### src/hw/rtl/cos_sim_pkg.sv
// Package for the cosine similarity unit: widths, constants and enum types.
// No dependencies; used by the interfaces, the top level and the checker.
`default_nettype none

package cos_sim_pkg;

  // Field widths
  localparam int ELEM_W   = 16;
  localparam int SIM_W    = 16;
  // Element bits that take part in the sums
  localparam int ELEM_BITS = 16;
  localparam logic [ELEM_W-1:0] ELEM_MASK = ELEM_W'((64'd1 << ELEM_BITS) - 64'd1);

  // Running sums and the shared multiplier
  localparam int ACC_W  = 42;
  localparam int LIMB   = 21;
  localparam int WIDE_W = 2 * ACC_W;     // normA * normB and dot^2
  localparam int Q_W    = 32;            // (2s - 1)^2
  localparam int LHS_W  = WIDE_W + Q_W + 2;
  localparam int SH_W   = 7;
  localparam logic [ACC_W-1:0] ACC_MAX = {ACC_W{1'b1}};
  localparam logic [SIM_W-1:0] ONE_Q15 = SIM_W'(32768);

  typedef enum logic [2:0] {
    S_IDLE,   // take one element pair
    S_ELEM,   // three products into the running sums
    S_CHECK,  // zero vector test
    S_WIDE,   // normA * normB and dot * dot
    S_QSQ,    // square of the odd candidate
    S_LHS,    // candidate square times normA * normB
    S_CMP,    // compare and settle one result bit
    S_DONE    // hand result to the output register
  } state_t;

  typedef enum logic [2:0] {
    D_NONE,
    D_DOT,
    D_SQA,
    D_SQB,
    D_PROD,
    D_DSQ,
    D_Q,
    D_LHS
  } dst_t;

endpackage

`default_nettype wire

### src/hw/rtl/cos_sim_if.sv
// Handshake channels of the cosine similarity unit: element pairs in, results out.
// Depends on cos_sim_pkg for the field widths.
`default_nettype none

interface cos_pair_if;
  import cos_sim_pkg::*;

  logic              valid;
  logic              ready;
  logic [ELEM_W-1:0] first_value;
  logic [ELEM_W-1:0] second_value;
  logic              is_last;

  modport source (output valid, output first_value, output second_value, output is_last,
                  input ready);
  modport sink   (input valid, input first_value, input second_value, input is_last,
                  output ready);
endinterface

interface cos_result_if;
  import cos_sim_pkg::*;

  logic             valid;
  logic             ready;
  logic [SIM_W-1:0] similarity;
  logic             defined;

  modport source (output valid, output similarity, output defined, input ready);
  modport sink   (input valid, input similarity, input defined, output ready);
endinterface

`default_nettype wire

### src/hw/rtl/cosine_similarity_unit.sv
// Cosine similarity unit: streaming dot product and norms, exact Q1.15 result.
// Depends on cos_sim_pkg and the channel interfaces in cos_sim_if.sv.
//
// Usage:
//   pairs  : one beat per element pair (first_value, second_value, is_last).
//   result : one beat per vector pair, produced after the beat that carries is_last.
//            similarity is unsigned Q1.15 (32768 = 1.0); defined is 0 and
//            similarity 0 when either vector is all zero.
// Element pairs: pairs.ready drops after each taken pair while one shared
//   21x21 multiplier forms a*b, a*a and b*b in turn; no new pair is taken
//   until all three products are in the running sums.
// Last beat: a zero vector goes straight to the output register; otherwise
//   normA*normB and dot^2 are formed through the same multiplier, then one
//   result bit is settled per search step (16 bits, binary search by exact
//   squared compare); a cosine of exactly 1.0 ends after the first step.
// The running sums saturate at 2^42 - 1 and clear after each result.
// Reset clears the sums, the sequencer and the output register.
// A stalled result is held in the output register; element pairs keep being
//   taken meanwhile, and only a further result waits for it to drain.
`default_nettype none

module cosine_similarity_unit (
  input  wire logic   clk,
  input  wire logic   rst,
  cos_pair_if.sink    pairs,
  cos_result_if.source result
);
  import cos_sim_pkg::*;

  state_t state, state_next;
  logic [3:0] step, step_next;

  // Element pair and running sums
  logic [ELEM_W-1:0] a_reg, b_reg;
  logic              last_reg;
  logic [ACC_W-1:0]  dot, sqa, sqb;

  // Final division operands and search state
  logic [WIDE_W-1:0] prod, dsq;
  logic [Q_W-1:0]    q;
  logic [LHS_W-1:0]  lhs;
  logic [SIM_W-1:0]  s_val, probe, cand, s_new;
  logic [SIM_W:0]    odd;
  logic              def_flag, pass, search_done;

  // Shared multiplier: issue operands, registered product, accumulate
  logic [LIMB-1:0]   op_x, op_y;
  logic [SH_W-1:0]   op_sh;
  dst_t              op_dst;
  logic [2*LIMB-1:0] mul_full, mul_p;
  logic [SH_W-1:0]   mul_sh;
  dst_t              mul_dst;
  logic [2:0]        lsum;
  logic [LHS_W-1:0]  acc_cur, acc_sum;
  logic [LHS_W:0]    acc_sum_full;
  logic [ACC_W-1:0]  acc_sat;

  // Output register
  logic             res_valid;
  logic [SIM_W-1:0] res_sim;
  logic             res_def;
  logic             accept, res_load;

  assign accept   = pairs.valid && pairs.ready;
  assign res_load = (state == S_DONE) && (!res_valid || result.ready);

  assign result.valid      = res_valid;
  assign result.similarity = res_sim;
  assign result.defined    = res_def;

  // Search candidate and its odd factor 2c - 1
  assign cand        = s_val | probe;
  assign odd         = {cand, 1'b0} - (SIM_W + 1)'(1);
  assign pass        = lhs <= LHS_W'({dsq, {Q_W{1'b0}}});
  assign s_new       = pass ? cand : s_val;
  assign search_done = probe[0] || (pass && probe[SIM_W-1]);

  // Hold the sequencer state
  always_ff @(posedge clk) begin
    if (rst) begin
      state <= S_IDLE;
      step  <= '0;
    end else begin
      state <= state_next;
      step  <= step_next;
    end
  end

  // Next state and handshake
  always_comb begin
    state_next  = state;
    step_next   = step + 4'd1;
    pairs.ready = 1'b0;
    case (state)
      S_IDLE: begin
        pairs.ready = 1'b1;
        step_next   = '0;
        if (pairs.valid) state_next = S_ELEM;
      end
      S_ELEM: begin
        if (step == 4'd3) begin
          step_next  = '0;
          state_next = last_reg ? S_CHECK : S_IDLE;
        end
      end
      S_CHECK: begin
        step_next  = '0;
        state_next = (sqa == '0 || sqb == '0) ? S_DONE : S_WIDE;
      end
      S_WIDE: begin
        if (step == 4'd8) begin
          step_next  = '0;
          state_next = S_QSQ;
        end
      end
      S_QSQ: begin
        if (step == 4'd1) begin
          step_next  = '0;
          state_next = S_LHS;
        end
      end
      S_LHS: begin
        if (step == 4'd8) begin
          step_next  = '0;
          state_next = S_CMP;
        end
      end
      S_CMP: begin
        step_next  = '0;
        state_next = search_done ? S_DONE : S_QSQ;
      end
      S_DONE: begin
        step_next = '0;
        if (res_load) state_next = S_IDLE;
      end
      default: begin
        step_next  = '0;
        state_next = S_IDLE;
      end
    endcase
  end

  // Pick multiplier operands, shift and destination for this step
  always_comb begin
    op_x   = '0;
    op_y   = '0;
    op_dst = D_NONE;
    lsum   = '0;
    case (state)
      S_ELEM: begin
        case (step)
          4'd0: begin op_x = LIMB'(a_reg); op_y = LIMB'(b_reg); op_dst = D_DOT; end
          4'd1: begin op_x = LIMB'(a_reg); op_y = LIMB'(a_reg); op_dst = D_SQA; end
          4'd2: begin op_x = LIMB'(b_reg); op_y = LIMB'(b_reg); op_dst = D_SQB; end
          default: ;
        endcase
      end
      S_WIDE: begin
        if (!step[3]) begin
          lsum = {2'b0, step[1]} + {2'b0, step[0]};
          if (!step[2]) begin
            op_x   = step[1] ? sqa[ACC_W-1:LIMB] : sqa[LIMB-1:0];
            op_y   = step[0] ? sqb[ACC_W-1:LIMB] : sqb[LIMB-1:0];
            op_dst = D_PROD;
          end else begin
            op_x   = step[1] ? dot[ACC_W-1:LIMB] : dot[LIMB-1:0];
            op_y   = step[0] ? dot[ACC_W-1:LIMB] : dot[LIMB-1:0];
            op_dst = D_DSQ;
          end
        end
      end
      S_QSQ: begin
        if (step == 4'd0) begin
          op_x   = LIMB'(odd[SIM_W-1:0]);
          op_y   = LIMB'(odd[SIM_W-1:0]);
          op_dst = D_Q;
        end
      end
      S_LHS: begin
        if (!step[3]) begin
          lsum = {1'b0, step[2:1]} + {2'b0, step[0]};
          case (step[2:1])
            2'd0:    op_x = prod[LIMB-1:0];
            2'd1:    op_x = prod[2*LIMB-1:LIMB];
            2'd2:    op_x = prod[3*LIMB-1:2*LIMB];
            default: op_x = prod[4*LIMB-1:3*LIMB];
          endcase
          op_y   = step[0] ? LIMB'(q[Q_W-1:LIMB]) : q[LIMB-1:0];
          op_dst = D_LHS;
        end
      end
      default: ;
    endcase
    op_sh = SH_W'(lsum) * SH_W'(LIMB);
  end

  assign mul_full = op_x * op_y;

  // Add the registered product, shifted, into its destination
  always_comb begin
    case (mul_dst)
      D_DOT:   acc_cur = LHS_W'(dot);
      D_SQA:   acc_cur = LHS_W'(sqa);
      D_SQB:   acc_cur = LHS_W'(sqb);
      D_PROD:  acc_cur = LHS_W'(prod);
      D_DSQ:   acc_cur = LHS_W'(dsq);
      D_LHS:   acc_cur = lhs;
      default: acc_cur = '0;
    endcase
    acc_sum_full = {1'b0, acc_cur} + {1'b0, LHS_W'(mul_p) << mul_sh};
    acc_sum      = acc_sum_full[LHS_W-1:0];
    acc_sat      = (acc_sum > LHS_W'(ACC_MAX)) ? ACC_MAX : acc_sum[ACC_W-1:0];
  end

  // Datapath registers
  always_ff @(posedge clk) begin
    mul_p  <= mul_full;
    mul_sh <= op_sh;
    if (rst) begin
      mul_dst   <= D_NONE;
      dot       <= '0;
      sqa       <= '0;
      sqb       <= '0;
      res_valid <= 1'b0;
    end else begin
      mul_dst <= op_dst;

      // Write back the shared adder
      case (mul_dst)
        D_DOT:   dot  <= acc_sat;
        D_SQA:   sqa  <= acc_sat;
        D_SQB:   sqb  <= acc_sat;
        D_PROD:  prod <= acc_sum[WIDE_W-1:0];
        D_DSQ:   dsq  <= acc_sum[WIDE_W-1:0];
        D_Q:     q    <= mul_p[Q_W-1:0];
        D_LHS:   lhs  <= acc_sum;
        default: ;
      endcase

      // Sequencer-driven loads and clears
      case (state)
        S_IDLE: begin
          if (accept) begin
            a_reg    <= pairs.first_value & ELEM_MASK;
            b_reg    <= pairs.second_value & ELEM_MASK;
            last_reg <= pairs.is_last;
          end
        end
        S_CHECK: begin
          prod     <= '0;
          dsq      <= '0;
          s_val    <= '0;
          probe    <= ONE_Q15;
          def_flag <= !(sqa == '0 || sqb == '0);
        end
        S_QSQ: begin
          if (step == 4'd0) lhs <= '0;
        end
        S_CMP: begin
          s_val <= s_new;
          probe <= probe >> 1;
        end
        S_DONE: begin
          if (res_load) begin
            dot <= '0;
            sqa <= '0;
            sqb <= '0;
          end
        end
        default: ;
      endcase

      // Output register: load a finished result, drop it once taken
      if (res_load) begin
        res_valid <= 1'b1;
        res_sim   <= def_flag ? s_val : '0;
        res_def   <= def_flag;
      end else if (result.ready) begin
        res_valid <= 1'b0;
      end
    end
  end

endmodule

`default_nettype wire

### src/flat_wrapper.sv
// flat-port wrapper written by rule: the top's interface ports become plain ports
module cosine_similarity_unit_flat import cos_sim_pkg::*;
  (clk, rst, pairs_valid, pairs_first_value, pairs_second_value, pairs_is_last, pairs_ready, result_valid, result_similarity, result_defined, result_ready);
  cos_pair_if pairs_i ();
  cos_result_if result_i ();
  input  wire logic clk;
  input  wire logic rst;
  input wire logic [$bits(pairs_i.valid)-1:0] pairs_valid;
  input wire logic [$bits(pairs_i.first_value)-1:0] pairs_first_value;
  input wire logic [$bits(pairs_i.second_value)-1:0] pairs_second_value;
  input wire logic [$bits(pairs_i.is_last)-1:0] pairs_is_last;
  output wire logic [$bits(pairs_i.ready)-1:0] pairs_ready;
  output wire logic [$bits(result_i.valid)-1:0] result_valid;
  output wire logic [$bits(result_i.similarity)-1:0] result_similarity;
  output wire logic [$bits(result_i.defined)-1:0] result_defined;
  input wire logic [$bits(result_i.ready)-1:0] result_ready;
  assign pairs_i.valid = pairs_valid;
  assign pairs_i.first_value = pairs_first_value;
  assign pairs_i.second_value = pairs_second_value;
  assign pairs_i.is_last = pairs_is_last;
  assign pairs_ready = pairs_i.ready;
  assign result_valid = result_i.valid;
  assign result_similarity = result_i.similarity;
  assign result_defined = result_i.defined;
  assign result_i.ready = result_ready;
  cosine_similarity_unit u_core (.clk(clk), .rst(rst), .pairs(pairs_i), .result(result_i));
endmodule
### config.mk
export PLATFORM = sky130hd
export DESIGN_NAME = cosine_similarity_unit_flat
export DESIGN_NICKNAME = d
export VERILOG_FILES = /design/src/hw/rtl/cos_sim_pkg.sv /design/src/hw/rtl/cos_sim_if.sv /design/src/hw/rtl/cosine_similarity_unit.sv /design/src/flat_wrapper.sv
export SDC_FILE = /design/constraint.sdc
export NUM_CORES = 2
export LEC_CHECK = 0
export BUFFER_PORTS_ARGS = -buffer_cell sky130_fd_sc_hd__buf_2
export CAP_MARGIN = 20
export CORE_MARGIN = 2
export CORE_UTILIZATION = 41
export CTS_CLUSTER_DIAMETER = 100
export DETAILED_ROUTE_END_ITERATION = 10
export RECOVER_POWER = 25
export SLEW_MARGIN = 20
export SYNTH_ARGS = -nofsm -noshare
export SYNTH_HDL_FRONTEND = slang
export SYNTH_SLANG_ARGS = --single-unit
### constraint.sdc
create_clock -name clk -period 18.82 [get_ports clk]
set_input_delay 1.882 -clock clk [delete_from_list [all_inputs] [get_ports clk]]
set_output_delay 1.882 -clock clk [all_outputs]
set_load 0.05 [all_outputs]
==> results list <==
- Data on the critical path is required at its endpoint by 19.37 ns.
* Hold path startpoint: u_core.mul_p[4]
* Detail Placement HPWL: 188000 um
- Once detail routing completed, the nets flagged for antenna violations numbered 0.
- Counting distinct cell types in the post-synthesis netlist gives 86.
* Placeable core area: ~130000 um2
- Count of TritonRoute iterations in the first routing pass: 10
- CP Launch Type: register
- The floorplan step defined a die boundary enclosing between 100000 and 150000 um2.
- Via density per instance: between 6 and 7
- The worst hold path belongs to the class reg2reg.
- Ranked by flip-flop count, first place goes to u_core.lhs.
- Wire length reported by the detailed router: between 200000 and 250000 um
- Most used cell, CP: fa_1
- Worst R2R Setup Slack: approximately 7.2 ns
- The number of nets in the synthesized netlist is about 7000.
- Largest buffer count on any clock path: 3
* Max Clk Rate: about 0.086 GHz
- DRC violations left: 1
- The mapped netlist covers between 50000 and 60000 um2.
- Counting instances, the worst hold path has a depth of 0.
* Critical setup path kind: reg2reg
* Chip height: between 300 and 400 um
* Instance count of the mapped netlist: slightly above 6000
- Count of max-cap constraint violations: 3
- After clock tree synthesis, the setup repair step added 0 buffers.
* Static Leak: about 24 nW
- Initial standard-cell utilization of the core: 0.413
- Total negative setup slack: 0 ns
- The number of clock buffers added by TritonCTS is 75.
- For this block, the initial DRC count from the detailed router was 7000.
- For the worst setup path, the data arrival time is 12.14 ns.
- Entering global routing, the biggest net connects 91 pins.
- For this run, the post-layout net count is 6772.
* CP max stage delay: approximately 1.4 ns
* Largest registers in the final layout: u_core.lhs: 118 flops, u_core.dsq: 84 flops, u_core.prod: 84 flops
- Placer's final routability congestion estimate: about 1.1
- Initial antenna violation count: 13
- The total count of hold-check failures in the final report is 0.
- Count of clock tree sinks: between 500 and 600
- Endpoint kind of the worst setup timing path: register
- Count of synthesis-stage warnings from yosys: 0
- Most frequently used flop master after synthesis: edfxtp_1
- Total via count in the routed design: 49633
* Share of final-layout standard cells stronger than drive strength 1: 0.0708
- The average instance in the mapped netlist occupies just under 9 um2.
* Worst Tran Pin Value: 4.45 ns
- In this run, synthesis inferred between 400 and 500 flip-flops with an integrated enable.
* Global-route wire length before repair: 340000 um
- Setup-violating endpoint count in the final report: 0
* Hold Path End: u_core.q[4]
- I/O pin count: 56
- The register with the most flip-flops in the layout has between 100 and 150 of them.
* Slew Limit Headroom: -1.97
- Area growth from synthesis to layout: 7.61%
* Share of flip-flops with an asynchronous set or reset: 0
- In this run the number of H-tree levels came out at 3.
- Fin. max-slew vios: between 100 and 150
- In this run, post-CTS hold repair placed 0 buffers.
- Counting cells, the worst reg-to-reg path comes to 33.
* Setup repair after global routing missed its margin: no
* Worst slack at placement: around 8 ns
- At the later pin of the worst-skew pair, clock insertion delay measures ~0.7 ns.
- The share of the Yosys chip area taken by registers is 0.290.
* Final period demand of the worst path: about 12 ns
- Number of resized instances in the post-cts repair step: 0
- Overall routing resource usage: 0.346
- Worst flop-to-flop path endpoint: u_core.mul_p[41]
- TritonCTS built the clock tree.
- The largest individual stage delay along the critical path comes from the cell dfxtp_1.
- Dividing the final minimum period by the clock period gives 0.616.
* Failing checks: design-rule violations, max-capacitance violations, max-slew violations
- Synthesis-stage register bit count: about 590
- Of all nets on the critical path, the largest fanout is 28.
- In this run the clock root is driven by a clkbuf_16.
- After detailed routing, the average wire length per cell comes to approximately 31 um.
- Crit Reg-Reg Startpoint: u_core.step[1]
- Final Skew: 0.0409 ns
- Row Count: ~130
- Least setup slack across all paths after layout: 7.23 ns
- Largest voltage drop on the vdd net: about 0.09 mV
- Total congestion overflow: 0
- Run status: complete, but fails checks
* Number of port buffers: between 50 and 60
- Power density over the cells: about 110 nW/um2
- Worst-path clk slew: 0.06 ns
- The die is between 300 and 400 um wide.
- The number of global-route vias before repair came to 47130.
[placed cells by master, fill, tap and decap left out, types with 50 or more instances in the layout]
cell type	n
nor2_1	700
nand2_1	692
inv_1	567
edfxtp_1	401
a21oi_1	398
ha_1	363
fa_1	359
o21ai_0	340
a22oi_1	205
dfxtp_1	178
nor2b_1	102
nand4_1	101
xnor2_1	101
nand3_1	97
a21o_1	94
a31oi_1	86
mux2i_1	84
and2_1	83
buf_4	83
clkbuf_16	76
mux4_2	72
a41oi_1	65
xor2_1	60
nor3_1	50
[layout make-up]
class | instances | area [um2]
clock buffer | 90 | 1960
clock inverter | 48 | 472
timing repair buffer | 141 | 902
sequential | 587 | 15800
tap | 1755 | 2200
fill | 13055 | 73000
antenna | 8 | 20.0
inverter | 571 | 2140
multi-input combinational | 4637 | 35000
[where the power goes]
part	leakage, nW	switching [mW]	internal [mW]	total (mW)
Sequential	5.30	0.226	1.61	1.83
Combinational	17.9	2.05	0.851	2.90
Clock	1.18	0.640	0.825	1.47
Total	24.4	2.92	3.28	6.20
[cells by family (layout without fill, tap and decap cells)]
family,after synthesis,after routing,synth area share
fa+ha+maj,722,722,0.216
buf+inv,963,850,0.0682
mux,192,192,0.0528
compound gates,1505,1505,0.175
xor+xnor,161,161,0.0260
other cells,0,8,0
simple gates,2057,2057,0.172
flops,587,587,0.290
[synth_stat cells (all sizes together), types with 12 or more instances]
cell / n / area [um2]
and2: 97 / 607
fa: 359 / 7190
o21a: 29 / 218
nor3: 51 / 255
xnor2: 101 / 885
o21bai: 30 / 225
nand2: 692 / 2600
ha: 363 / 4540
edfxtp: 401 / 12000
a21boi: 12 / 90.1
inv: 571 / 2140
xor2: 60 / 526
or2: 20 / 125
a31oi: 86 / 538
or3: 30 / 188
nand4: 101 / 632
o31ai: 18 / 140
and3: 33 / 211
a22oi: 205 / 1540
dfxtp: 186 / 3720
nand3: 98 / 490
buf: 85 / 407
a21o: 95 / 713
o21ai: 362 / 1810
a21oi: 403 / 2040
nor2b: 102 / 638
o22ai: 28 / 175
nand2b: 37 / 231
nor2: 705 / 2650
mux2i: 84 / 841
mux2: 36 / 405
clkbuf: 307 / 1150
a211oi: 47 / 368
a41oi: 65 / 569
o211ai: 32 / 240
mux4: 72 / 1620
nor4: 39 / 265
[layer usage]
| metal | up-vias | track usage | wire length, um |
|---|---|---|---|
| li1 | 21392 | - | - |
| met1 | 24596 | 0.459 | 94200 |
| met2 | 3021 | 0.519 | 103000 |
| met3 | 614 | 0.0844 | 26100 |
| met4 | 10 | 0.187 | 16100 |
| met5 | - | 0 | 69 |
[metrics by stage]
step | hold WS [ns] | area (um2) | power, mW | utilization | std cells
2_1_floorplan | 0.421 | 54300 | 3.58 | - | 6187
3_3_place_gp | 0.489 | 56000 | 4.65 | 0.426 | 7691
3_5_place_dp | 0.470 | 56000 | 4.68 | 0.426 | 7691
4_1_cts | 0.487 | 58500 | 6.14 | 0.445 | 7829
5_1_grt | 0.501 | 58400 | 6.49 | 0.444 | 7829
6_report | 0.483 | 58400 | 6.20 | 0.445 | 7837
[worst max-delay path by stage]
| stage | startpoint | depth (start not counted) | slack (ns) | end |
|---|---|---|---|---|
| floorplan | u_core.step[1] | 39 | 8.98 | u_core.mul_p[40] |
| global placement | u_core.probe[0] | 33 | 8.00 | u_core.mul_p[41] |
| detailed placement | u_core.probe[0] | 33 | 7.80 | u_core.mul_p[41] |
| CTS | u_core.probe[0] | 33 | 7.78 | u_core.mul_p[41] |
| global route | u_core.step[1] | 33 | 6.77 | u_core.mul_p[41] |
| finish | u_core.step[1] | 33 | 7.23 | u_core.mul_p[41] |
[critical path: cells and delay by family (launching register included)]
kind	cells	cell delay (ns)
DFF	1	1.38
AOI/OAI and AO/OA	13	3.61
adders and majority gates	9	4.36
and+or+nand+nor	5	1.55
xor gates and xnor gates	1	0.14
buffers and inverters	5	0.39
(Power assumes the default switching activity.)
